File: src/ffqlp_pkg.sv
// ----------------------------------------------------------------------------
// ffqlp_pkg
// shared types and constants of the fasta/fastq length parser
// ----------------------------------------------------------------------------
package ffqlp_pkg;

    localparam int LENGTH_BITS = 32;
    localparam int TOTAL_BITS  = 48;
    localparam int COUNT_BITS  = 32;

    localparam int SEQ_OUT_W   = 32;
    localparam int TOTAL_OUT_W = 48;
    localparam int COUNT_OUT_W = 32;
    localparam int TDATA_W     = SEQ_OUT_W + TOTAL_OUT_W + COUNT_OUT_W;

    localparam int SUM_W = ((TOTAL_BITS > LENGTH_BITS) ? TOTAL_BITS : LENGTH_BITS) + 1;

    localparam logic [LENGTH_BITS-1:0] LEN_MAX = '1;
    localparam logic [TOTAL_BITS-1:0]  TOT_MAX = '1;
    localparam logic [COUNT_BITS-1:0]  CNT_MAX = '1;

    localparam int ADDR_W = 3;
    localparam logic [0:0] REG_FASTQ_MODE = 1'b0;

    localparam logic [7:0] CH_AT      = 8'h40;
    localparam logic [7:0] CH_GT      = 8'h3E;
    localparam logic [7:0] CH_NL      = 8'h0A;
    localparam logic [7:0] CH_UPPER_A = 8'h41;
    localparam logic [7:0] CH_UPPER_Z = 8'h5A;
    localparam logic [7:0] CH_LOWER_A = 8'h61;
    localparam logic [7:0] CH_LOWER_Z = 8'h7A;

    typedef enum logic [5:0] {
        PH_IDLE    = 6'b000001,
        PH_FA_HEAD = 6'b000010,
        PH_FQ_HEAD = 6'b000100,
        PH_FQ_SEQ  = 6'b001000,
        PH_FQ_SEP  = 6'b010000,
        PH_FQ_QUAL = 6'b100000
    } phase_t;

    typedef struct packed {
        logic                   closed;
        logic [LENGTH_BITS-1:0] len;
        logic                   last;
    } event_t;

endpackage

File: src/ffqlp_front.sv
// ----------------------------------------------------------------------------
// ffqlp_front
// byte parser: tracks the line phase and the open record length, and
// emits one event per closed record or end of stream
// ----------------------------------------------------------------------------
module ffqlp_front
    import ffqlp_pkg::*;
(
    input  logic         clk,
    input  logic         rst_n,
    input  logic         fastq_mode,
    input  logic         in_valid,
    input  logic [7:0]   in_byte,
    input  logic         in_last,
    input  logic         q_full,
    output logic         in_ready,
    output logic         push,
    output event_t       push_event
);

    phase_t                 phase_reg, phase_next;
    logic [LENGTH_BITS-1:0] run_len_reg, run_len_next;
    logic [LENGTH_BITS-1:0] run_len_inc;
    logic                   accept;
    logic                   closed;
    logic [LENGTH_BITS-1:0] len;
    logic                   is_letter;
    logic                   is_nl;

    assign in_ready    = !q_full;
    assign accept      = in_valid && in_ready;
    assign run_len_inc = (run_len_reg == LEN_MAX) ? run_len_reg : run_len_reg + 1'b1;
    assign is_nl       = (in_byte == CH_NL);
    assign is_letter   = (in_byte inside {[CH_UPPER_A:CH_UPPER_Z], [CH_LOWER_A:CH_LOWER_Z]});

    always_comb
    begin
        phase_next   = phase_reg;
        run_len_next = run_len_reg;
        closed       = 1'b0;
        len          = '0;
        if (fastq_mode)
        begin
            case (phase_reg)
                PH_FQ_HEAD:
                begin
                    if (is_nl)
                    begin
                        run_len_next = '0;
                        phase_next   = PH_FQ_SEQ;
                    end
                end
                PH_FQ_SEQ:
                begin
                    if (is_nl)
                    begin
                        closed       = 1'b1;
                        len          = run_len_reg;
                        run_len_next = '0;
                        phase_next   = PH_FQ_SEP;
                    end
                    else
                    begin
                        run_len_next = run_len_inc;
                    end
                end
                PH_FQ_SEP:
                begin
                    if (is_nl)
                        phase_next = PH_FQ_QUAL;
                end
                PH_FQ_QUAL:
                begin
                    if (is_nl)
                        phase_next = PH_IDLE;
                end
                default:
                begin
                    phase_next = (in_byte == CH_AT) ? PH_FQ_HEAD : PH_IDLE;
                end
            endcase
            if (in_last && !closed && (phase_next == PH_FQ_HEAD || phase_next == PH_FQ_SEQ))
            begin
                closed = 1'b1;
                len    = (phase_next == PH_FQ_SEQ) ? run_len_next : '0;
            end
        end
        else
        begin
            if (phase_reg == PH_FA_HEAD)
            begin
                if (is_nl)
                    phase_next = PH_IDLE;
            end
            else
            begin
                phase_next = PH_IDLE;
                if (in_byte == CH_GT)
                begin
                    if (run_len_reg != '0)
                    begin
                        closed       = 1'b1;
                        len          = run_len_reg;
                        run_len_next = '0;
                    end
                    phase_next = PH_FA_HEAD;
                end
                else if (is_letter)
                begin
                    run_len_next = run_len_inc;
                end
            end
            if (in_last && !closed && run_len_next != '0)
            begin
                closed = 1'b1;
                len    = run_len_next;
            end
        end
        if (in_last)
        begin
            phase_next   = PH_IDLE;
            run_len_next = '0;
        end
    end

    assign push              = accept && (closed || in_last);
    assign push_event.closed = closed;
    assign push_event.len    = len;
    assign push_event.last   = in_last;

    always_ff @(posedge clk or negedge rst_n)
    begin
        if (!rst_n)
        begin
            phase_reg   <= PH_IDLE;
            run_len_reg <= '0;
        end
        else if (accept)
        begin
            phase_reg   <= phase_next;
            run_len_reg <= run_len_next;
        end
    end

endmodule

File: src/ffqlp_queue.sv
// ----------------------------------------------------------------------------
// ffqlp_queue
// two-entry event queue between the parser and the accumulator
// ----------------------------------------------------------------------------
module ffqlp_queue
    import ffqlp_pkg::*;
(
    input  logic   clk,
    input  logic   rst_n,
    input  logic   push,
    input  event_t push_event,
    input  logic   pop,
    output logic   full,
    output logic   not_empty,
    output event_t head
);

    event_t     mem [2];
    logic       wr_ptr_reg;
    logic       rd_ptr_reg;
    logic [1:0] count_reg, count_next;

    assign full      = (count_reg == 2'd2);
    assign not_empty = (count_reg != 2'd0);
    assign head      = mem[rd_ptr_reg];

    always_comb
    begin
        count_next = count_reg;
        if (push && !pop)
            count_next = count_reg + 2'd1;
        else if (pop && !push)
            count_next = count_reg - 2'd1;
    end

    always_ff @(posedge clk)
    begin
        if (push)
            mem[wr_ptr_reg] <= push_event;
    end

    always_ff @(posedge clk or negedge rst_n)
    begin
        if (!rst_n)
        begin
            wr_ptr_reg <= 1'b0;
            rd_ptr_reg <= 1'b0;
            count_reg  <= 2'd0;
        end
        else
        begin
            if (push)
                wr_ptr_reg <= !wr_ptr_reg;
            if (pop)
                rd_ptr_reg <= !rd_ptr_reg;
            count_reg <= count_next;
        end
    end

endmodule

File: src/ffqlp_back.sv
// ----------------------------------------------------------------------------
// ffqlp_back
// accumulator: saturating base total and record count, output register
// ----------------------------------------------------------------------------
module ffqlp_back
    import ffqlp_pkg::*;
(
    input  logic               clk,
    input  logic               rst_n,
    input  logic               q_not_empty,
    input  event_t             head,
    output logic               pop,
    output logic               out_valid,
    input  logic               out_ready,
    output logic               out_length_valid,
    output logic [SEQ_OUT_W-1:0]   out_seq_length,
    output logic [TOTAL_OUT_W-1:0] out_total_bases,
    output logic [COUNT_OUT_W-1:0] out_record_count,
    output logic               out_stream_done
);

    logic [TOTAL_BITS-1:0]  total_reg, total_next;
    logic [COUNT_BITS-1:0]  count_reg, count_next;
    logic [SUM_W-1:0]       sum;
    logic                   valid_reg;
    logic                   len_valid_reg;
    logic [SEQ_OUT_W-1:0]   seq_reg;
    logic [TOTAL_OUT_W-1:0] total_out_reg;
    logic [COUNT_OUT_W-1:0] count_out_reg;
    logic                   done_reg;

    assign pop = q_not_empty && (!valid_reg || out_ready);
    assign sum = SUM_W'(total_reg) + SUM_W'(head.len);

    always_comb
    begin
        total_next = total_reg;
        count_next = count_reg;
        if (head.closed)
        begin
            total_next = (sum > SUM_W'(TOT_MAX)) ? TOT_MAX : sum[TOTAL_BITS-1:0];
            count_next = (count_reg == CNT_MAX) ? count_reg : count_reg + 1'b1;
        end
    end

    always_ff @(posedge clk or negedge rst_n)
    begin
        if (!rst_n)
        begin
            total_reg <= '0;
            count_reg <= '0;
            valid_reg <= 1'b0;
        end
        else
        begin
            if (pop)
            begin
                valid_reg <= 1'b1;
                if (head.last)
                begin
                    total_reg <= '0;
                    count_reg <= '0;
                end
                else
                begin
                    total_reg <= total_next;
                    count_reg <= count_next;
                end
            end
            else if (out_ready)
            begin
                valid_reg <= 1'b0;
            end
        end
    end

    always_ff @(posedge clk)
    begin
        if (pop)
        begin
            len_valid_reg <= head.closed;
            seq_reg       <= head.closed ? SEQ_OUT_W'(head.len) : '0;
            total_out_reg <= TOTAL_OUT_W'(total_next);
            count_out_reg <= COUNT_OUT_W'(count_next);
            done_reg      <= head.last;
        end
    end

    assign out_valid        = valid_reg;
    assign out_length_valid = len_valid_reg;
    assign out_seq_length   = seq_reg;
    assign out_total_bases  = total_out_reg;
    assign out_record_count = count_out_reg;
    assign out_stream_done  = done_reg;

endmodule

File: src/fasta_fastq_length_parser.sv
// ----------------------------------------------------------------------------
// fasta_fastq_length_parser
// sequence record length parser for fasta and fastq byte streams
// ----------------------------------------------------------------------------
// Takes one byte per cycle and reports each closed record's length with the
// running base total and record count; the item marked with s_tlast flushes
// any open record and yields a summary with m_tlast set, after which all
// totals restart from zero. The parser pushes an event into a two-entry queue
// when a record closes or the stream ends; the accumulator drains one event
// per cycle into the output register while the output is accepted, so the
// input sustains one byte per clock unless output stalls fill the queue.
// The user must write fastq_mode over the register port only while the
// stream is idle; the block itself does not enforce it.
// ----------------------------------------------------------------------------
module fasta_fastq_length_parser
    import ffqlp_pkg::*;
(
    input  logic               clk,
    input  logic               rst_n,
    // configuration
    input  logic               psel,
    input  logic               penable,
    input  logic               pwrite,
    input  logic [ADDR_W-1:0]  paddr,
    input  logic [31:0]        pwdata,
    output logic [31:0]        prdata,
    output logic               pready,
    // byte stream
    input  logic               s_tvalid,
    output logic               s_tready,
    input  logic [7:0]         s_tdata,   // data_byte
    input  logic               s_tlast,   // last
    // results
    output logic               m_tvalid,
    input  logic               m_tready,
    output logic [TDATA_W-1:0] m_tdata,   // rec_length, total_bases, record_count
    output logic               m_tuser,   // length_valid
    output logic               m_tlast    // stream_done
);

    logic   fastq_mode_reg;
    logic   q_full;
    logic   q_not_empty;
    logic   push;
    logic   pop;
    event_t push_event;
    event_t head;

    logic [SEQ_OUT_W-1:0]   rec_length;
    logic [TOTAL_OUT_W-1:0] total_bases;
    logic [COUNT_OUT_W-1:0] record_count;

    assign pready = 1'b1;
    assign prdata = (paddr[2:2] == REG_FASTQ_MODE) ? {31'b0, fastq_mode_reg} : 32'b0;

    always_ff @(posedge clk or negedge rst_n)
    begin
        if (!rst_n)
            fastq_mode_reg <= 1'b0;
        else if (psel && penable && pwrite && pready && paddr[2:2] == REG_FASTQ_MODE)
            fastq_mode_reg <= pwdata[0];
    end

    ffqlp_front u_front
    (
        .clk        (clk),
        .rst_n      (rst_n),
        .fastq_mode (fastq_mode_reg),
        .in_valid   (s_tvalid),
        .in_byte    (s_tdata),
        .in_last    (s_tlast),
        .q_full     (q_full),
        .in_ready   (s_tready),
        .push       (push),
        .push_event (push_event)
    );

    ffqlp_queue u_queue
    (
        .clk        (clk),
        .rst_n      (rst_n),
        .push       (push),
        .push_event (push_event),
        .pop        (pop),
        .full       (q_full),
        .not_empty  (q_not_empty),
        .head       (head)
    );

    ffqlp_back u_back
    (
        .clk              (clk),
        .rst_n            (rst_n),
        .q_not_empty      (q_not_empty),
        .head             (head),
        .pop              (pop),
        .out_valid        (m_tvalid),
        .out_ready        (m_tready),
        .out_length_valid (m_tuser),
        .out_seq_length   (rec_length),
        .out_total_bases  (total_bases),
        .out_record_count (record_count),
        .out_stream_done  (m_tlast)
    );

    assign m_tdata = {record_count, total_bases, rec_length};

endmodule
File: config.mk
export PLATFORM = sky130hd
export DESIGN_NAME = fasta_fastq_length_parser
export DESIGN_NICKNAME = d
export VERILOG_FILES = /design/src/ffqlp_pkg.sv /design/src/ffqlp_front.sv /design/src/ffqlp_queue.sv /design/src/ffqlp_back.sv /design/src/fasta_fastq_length_parser.sv
export SDC_FILE = /design/constraint.sdc
export NUM_CORES = 1
export LEC_CHECK = 0
export BUFFER_PORTS_ARGS = -buffer_cell sky130_fd_sc_hd__buf_2
export CAP_MARGIN = 10
export CORE_MARGIN = 2
export CORE_UTILIZATION = 45
export DETAILED_ROUTE_END_ITERATION = 6
export PLACE_DENSITY = 0.69
export SYNTH_ARGS = -nofsm -noshare
export SYNTH_HDL_FRONTEND = slang
export SYNTH_SLANG_ARGS = --single-unit
export TNS_END_PERCENT = 50
File: constraint.sdc
create_clock -name clk -period 11.78 [get_ports clk]
set_input_delay 1.178 -clock clk [delete_from_list [all_inputs] [get_ports clk]]
set_output_delay 1.178 -clock clk [all_outputs]
set_load 0.02 [all_outputs]
Word level (Yosys, flattened, before mapping). Memory sizes are Yosys's and may differ from the RTL's. Index checks and enable logic that the tools add are counted.

Memory bits (writable): 68. Logic and storage cells: 124. Flip-flop bits (word level): 238. Memories: 1.

Equality and inequality tests: 13. Bitwise gates (word level): 1. $add $sub $neg: 5. Reduce and logical (&&, ||, !) cells: 31. Order comparisons: 5. Mux-type cells: 54.

Memory list: u_queue.mem (depth 2, bits a word 34, rd ports 1, clocked after Yosys merged registers in 0, wr ports 1, line ffqlp_queue.sv:18) `event_t mem [2];`.

Operators with widths (count): $mux 32 (22); $mux 48 (3); $add 32x1->32 const B (2); $eq 32x32->1 const B (2); $pmux 32 s2 (1); $reduce_bool 32->1 (2); $add 48x32->49 (1); $gt 49x48->1 const B (1); $mux 6 (8); $pmux 6 s4 (1); $ge 8x7->1 const B (2); $le 8x7->1 const B (2); $mux 1 (15); $logic_and 1x1->1 (14); $eq 6x3->1 const B (2); $eq 6x4->1 const B (2); $eq 8x4->1 const B (1); $eq 8x6->1 const B (1); $eq 8x7->1 const B (1); $logic_not 1->1 (8); $reduce_bool 2->1 (4); $eq 6x2->1 const B (1); $eq 6x5->1 const B (1); $eq 6x6->1 const B (1); 7 further kinds (11).

Longest topological paths before layout.
Depth in word-level cells: 17. Gate-level depth with buffers: 16. Mapped depth without buffers: 14.

By module. Synthesis repeated with hierarchy kept, for this count alone.

Cell total of the unflattened synthesis: 1984. Area, all modules: 19200.9 um^2.

By module, submodules not included: ffqlp_back (area an instance 10639.0 um^2, cells each 1009, instances 1); ffqlp_front (area an instance 5466.5 um^2, cells each 815, instances 1); ffqlp_queue (area an instance 2793.9 um^2, cells each 122, instances 1); fasta_fastq_length_parser (area an instance 301.5 um^2, cells each 38, instances 1).

Worst setup path before layout. OpenSTA, ideal clock, no wires.

Path type: input to register. Start point: input port m_tready. End point: register u_back.len_valid_reg, in the netlist u_back.out_length_valid (enable). Required time: 11.257 ns. Arrival: 5.151 ns. Buffers on the path: 2. Slack: 6.106 ns. Setup time: 0.523 ns. Cell stages on the path: 5. Cell sequence: nand2b_1 -> o21ai_1 -> inv_1 -> clkbuf_1 -> clkbuf_1.

Word-level cells in the longest chain between the ends: 2.

Ends and longest elaborated chain: start: declaration (line fasta_fastq_length_parser.sv:35) `input logic m_tready,`; $logic_or 1x1->1 (line ffqlp_back.sv:32) `assign pop = q_not_empty && (!valid_reg || out_ready);`; $logic_and 1x1->1 (line ffqlp_back.sv:32); net pop (line fasta_fastq_length_parser.sv:45) `logic pop;`; end signal: assignment (line ffqlp_back.sv:81) `len_valid_reg <= head.closed;`; end: declaration (line ffqlp_back.sv:26) `logic len_valid_reg;`.

The timed path passes the listed nets, and every way through them passes these cells. A chain may end at the register's enable or synchronous reset.

==> metrics list <==
* CTS H-Tree Depth: 2
- TritonCTS built the clock tree.
- Core Region: 0.04065 mm^2
- Average wire per cell in the routed design: 20.95 um
- Summing all flip-flop and latch instances after layout gives 0.008569 mm^2.
- Aggregate routed wire length: 54,130 um
- Compared with the post-synthesis result, the final layout area differs by 11.63%.
- Of all nets on the critical path, the largest fanout is 35.
- Met3 layer usage reported by global route: 0.04301
- Hold WC Path Type: register to register
- The congestion estimate from routability-driven global placement came to 0.9871.
- Layout Cells excl Fill: 2,584
* Number of nets in the layout: 2,114
* Gate Count Post-Synth: 1,969
- TritonCTS buffer count: 35
* Number of DRC violations after detailed routing: 0
- The die covers 0.04266 mm^2.
- Dividing the synthesized area by the synthesized cell count gives 9.375 um^2.
- Yosys Warn Count: 0
* Net switching share of the total power: 0.3984
* Final critical delay including setup and external delays: 4.684 ns
* Overall die height: 206.5 um
- After clock tree synthesis, the flow added hold-fix buffers numbering 0.
* Wire length of the first global-routing pass: 83,970 um
- Number of diodes: 0
* Root buffer cell: sky130_fd_sc_hd__clkbuf_16
- Max-cap violations: 0
- Summed over all nets, the switching power comes to 1.932 mW.
* Clock net sink count: 306
- The total overflow left after global routing is 0.
- Quantity of I/O buffers inserted on ports: 134
* Transition at the pin with the smallest max-transition slack: 1.153 ns
- Horiz. Die Dim: 206.5 um
* Sequential Power Share: 0.351
- Setup repair after global routing left no endpoint under its margin.
- Max-slew violations: 0
* Via count of the first global-routing pass: 14,736
* Crit share post-route: 0.3976
- Setup CP Type: register to register
- The initial utilization of the core area, before any placement, comes to 0.4541.
* GRT Util Overall: 0.2517
- Maximum number of buffers from clock root to sink: 3
- In this run, synthesis inferred 182 flip-flops with an integrated enable.
- In the synthesized netlist the dominant register cell turns out to be sky130_fd_sc_hd__edfxtp_1.
- Number of endpoints failing setup at the final stage: 0
* Internal Power: 2.918 mW
- Status: completed
* Post-layout power: 4.849 mW
- Hold Fails Final Rpt: 0
- The later pin in the worst-skew pair is clocked with a latency of 0.54 ns.
- Of the total power, the clock network draws 0.248.
- Post-Synthesis Cell Area: 0.01846 mm^2
* GRT busiest layer: met2
- On the final layout, the worst clock skew is 0.02558 ns.
- Antenna violation net count after detailed routing: 0
- Number of gates given a new drive strength after cts: 0
- Top-level I/O count: 200
* Critical Path End Type: register
- Of the synthesized area, sequential elements account for 0.4642.
- The number of different library cells used by synthesis comes to 90.
- Data required time at the worst endpoint: 12.06 ns
- Fill cells in the final layout number 3,674.
- WHS: 0.5116 ns
* Leak: 8.203 nW
* Remaining max-slew budget at the tightest pin: 0.2094
* Total number of placement rows: 74
- Of the cells placed in the final design, the portion with a size suffix greater than 1 is 0.1501.
- After detailed routing, the number of vias per cell comes to 6.134.
- Entering global routing, the biggest net connects 104 pins.
- Worst Path Arrival: 4.97 ns
- In the synthesized netlist the async set-or-reset flop fraction comes to 0.4052.
* Vias post-DR: 15,849
* Combinational power share: 0.401
- IR analysis of the VDD net gives a maximum drop of 147.0 uV.
- In the final layout, the multi-input gates occupy 0.009092 mm^2.
- Sum of negative setup slack: 0 ns
- Number of DRC markers in iteration 0: 1,734
* Clock transition at the register clock pins on the worst setup and hold paths after CTS: 0.06 ns
* Half-perimeter wire length after placement: 36,380 um
- Flip-flop count of the largest register, all copies and words added: 68
- For this run, global-route usage on met1 was measured as 0.3475.
* Initial antenna violation count: 0
- The pre-antenna-repair detailed-routing pass consisted of 7 iterations.
- The number of setup buffers added after CTS is 0.
* Grt met2 use: 0.3985
- Power spread over the standard cell area amounts to 235.3 mW/mm^2.
- Number of synthesized register bits: 306
- Number of placed cells counting well taps: 2,521
- The worst setup path is launched from a register.
- Max Freq: 213.5 MHz
## kinds of logic (layout without fill, tap and decap cells)
family / Yosys count / after routing / synth area share
xor gates and xnor gates: 71 / 71 / 0.03369
adders and majority gates: 37 / 37 / 0.02549
muxes: 53 / 53 / 0.03132
AOI/OAI and AO/OA: 601 / 601 / 0.2071
buffers and inverters: 202 / 255 / 0.05057
and+or+nand+nor: 697 / 697 / 0.1871
other: 2 / 32 / 0.0004068
DFF: 306 / 306 / 0.4642
## layer usage
metal | vias up | routed length, um
met5 | - | 0
met4 | 0 | 1783
met3 | 129 | 4404
met2 | 689 | 24800
met1 | 7648 | 23140
li1 | 7383 | -
## worst paths after layout
kind | startpoint | to | slack [ns] | depth (start not counted)
worst max register to register | u_queue.rd_ptr_reg | u_back.out_total_bases[41] | 7.10 | 13
max in group asynchronous | rst_n | u_back.count_reg[23] | 9.53 | 2
min in group asynchronous | rst_n | u_back.total_reg[12] | 0.74 | 1
worst min register to register | u_back.count_reg[21] | u_back.count_reg[21] | 0.51 | 1
worst max-delay path | u_queue.rd_ptr_reg | u_back.out_total_bases[41] | 7.10 | 13
worst min-delay path | u_back.count_reg[21] | u_back.count_reg[21] | 0.51 | 1
## cells in the final DEF (no fill, tap or decap), types with 38 or more instances in the layout
| master | synthesis | final |
|---|---|---|
| sky130_fd_sc_hd__buf_2 | 24 | 133 |
| sky130_fd_sc_hd__nor3_1 | 61 | 61 |
| sky130_fd_sc_hd__nor2_1 | 151 | 146 |
| sky130_fd_sc_hd__a31oi_1 | 47 | 47 |
| sky130_fd_sc_hd__nand3_1 | 53 | 53 |
| sky130_fd_sc_hd__mux2_2 | 38 | 38 |
| sky130_fd_sc_hd__a21oi_1 | 130 | 130 |
| sky130_fd_sc_hd__a22o_1 | 38 | 38 |
| sky130_fd_sc_hd__and2_1 | 46 | 46 |
| sky130_fd_sc_hd__dfrtp_1 | 123 | 123 |
| sky130_fd_sc_hd__o21ai_0 | 186 | 186 |
| sky130_fd_sc_hd__nand2_1 | 213 | 213 |
| sky130_fd_sc_hd__edfxtp_1 | 182 | 182 |
## through the flow
stage | util | area [um^2] | setup slack (ns)
floorplan | - | 18570 | 6.106
global placement | 0.4756 | 19330 | 7.179
detailed placement | 0.4756 | 19330 | 7.135
CTS | 0.5070 | 20610 | 7.182
global route | 0.5070 | 20610 | 6.690
finish | 0.5070 | 20610 | 7.096
## worst max-delay path, stage by stage, from the launching register on
cell and delay [ns]:
sky130_fd_sc_hd__dfrtp_1 0.33, sky130_fd_sc_hd__buf_4 0.41, sky130_fd_sc_hd__mux2i_1 0.53, sky130_fd_sc_hd__inv_1 0.10
sky130_fd_sc_hd__ha_1 0.32, sky130_fd_sc_hd__a211oi_1 0.10, sky130_fd_sc_hd__o21ai_0 0.32, sky130_fd_sc_hd__nand3_1 0.14
sky130_fd_sc_hd__a31oi_1 0.47, sky130_fd_sc_hd__o2111ai_1 0.21, sky130_fd_sc_hd__a21oi_1 0.89, sky130_fd_sc_hd__and4_1 0.37
sky130_fd_sc_hd__and2_0 0.14, sky130_fd_sc_hd__o21ai_0 0.07
## power by group through the flow
| stage | logic [mW] | clock network (mW) | registers [mW] |
|---|---|---|---|
| 6_report | 1.95 | 1.20 | 1.70 |
| 5_1_grt | 2.13 | 1.26 | 1.73 |
| 4_1_cts | 1.93 | 1.22 | 1.70 |
| 3_5_place_dp | 1.92 | 0 | 1.72 |
| 3_3_place_gp | 1.90 | 0 | 1.71 |
| 2_1_floorplan | 1.21 | 0 | 1.88 |
## final cells by class
cell class                 count  share of cell area
clock buffer                  44             0.04712
multi-input combinational   1491              0.4413
timing repair buffer         163             0.04323
clock inverter                19             0.01469
inverter                      29            0.005526
sequential                   306              0.4159
tap                          532             0.03230
## cell usage after synthesis (5+ instances only)
cell | instances | area, um^2
sky130_fd_sc_hd__xnor2_1 | 36 | 315.3
sky130_fd_sc_hd__and4_1 | 19 | 166.4
sky130_fd_sc_hd__nor2_1 | 151 | 566.8
sky130_fd_sc_hd__o21ai_0 | 186 | 930.9
sky130_fd_sc_hd__a22o_1 | 38 | 332.8
sky130_fd_sc_hd__edfxtp_1 | 182 | 5465
sky130_fd_sc_hd__nand3_1 | 53 | 265.3
sky130_fd_sc_hd__inv_1 | 28 | 105.1
sky130_fd_sc_hd__ha_1 | 36 | 450.4
sky130_fd_sc_hd__o31a_1 | 8 | 70.07
sky130_fd_sc_hd__a21oi_1 | 130 | 650.6
sky130_fd_sc_hd__xor2_1 | 35 | 306.5
sky130_fd_sc_hd__dfrtp_1 | 123 | 3078
sky130_fd_sc_hd__nand2b_1 | 10 | 62.56
sky130_fd_sc_hd__nand2_1 | 213 | 799.5
sky130_fd_sc_hd__a32o_1 | 6 | 60.06
sky130_fd_sc_hd__mux2_2 | 38 | 427.9
sky130_fd_sc_hd__a21o_1 | 29 | 217.7
sky130_fd_sc_hd__o21a_1 | 12 | 90.09
sky130_fd_sc_hd__clkbuf_1 | 103 | 386.6
sky130_fd_sc_hd__buf_4 | 32 | 240.2
sky130_fd_sc_hd__mux2i_1 | 15 | 150.1
sky130_fd_sc_hd__and3_1 | 29 | 181.4
sky130_fd_sc_hd__a31o_2 | 9 | 78.83
sky130_fd_sc_hd__buf_2 | 24 | 120.1
sky130_fd_sc_hd__buf_1 | 9 | 33.78
sky130_fd_sc_hd__o31ai_1 | 33 | 247.7
sky130_fd_sc_hd__o211ai_1 | 14 | 105.1
sky130_fd_sc_hd__o21ai_1 | 5 | 25.02
sky130_fd_sc_hd__nor4_1 | 20 | 125.1
sky130_fd_sc_hd__and2_1 | 46 | 287.8
sky130_fd_sc_hd__o21bai_1 | 7 | 52.55
sky130_fd_sc_hd__or2_2 | 14 | 87.58
sky130_fd_sc_hd__a211oi_1 | 9 | 67.56
sky130_fd_sc_hd__o22ai_1 | 8 | 50.05
sky130_fd_sc_hd__a22oi_1 | 7 | 52.55
sky130_fd_sc_hd__a31oi_1 | 47 | 294.0
sky130_fd_sc_hd__nor2b_1 | 6 | 37.54
sky130_fd_sc_hd__nand4_1 | 32 | 200.2
sky130_fd_sc_hd__nor3_1 | 61 | 305.3
sky130_fd_sc_hd__or3_1 | 13 | 81.33
(Power assumes the default switching activity.)
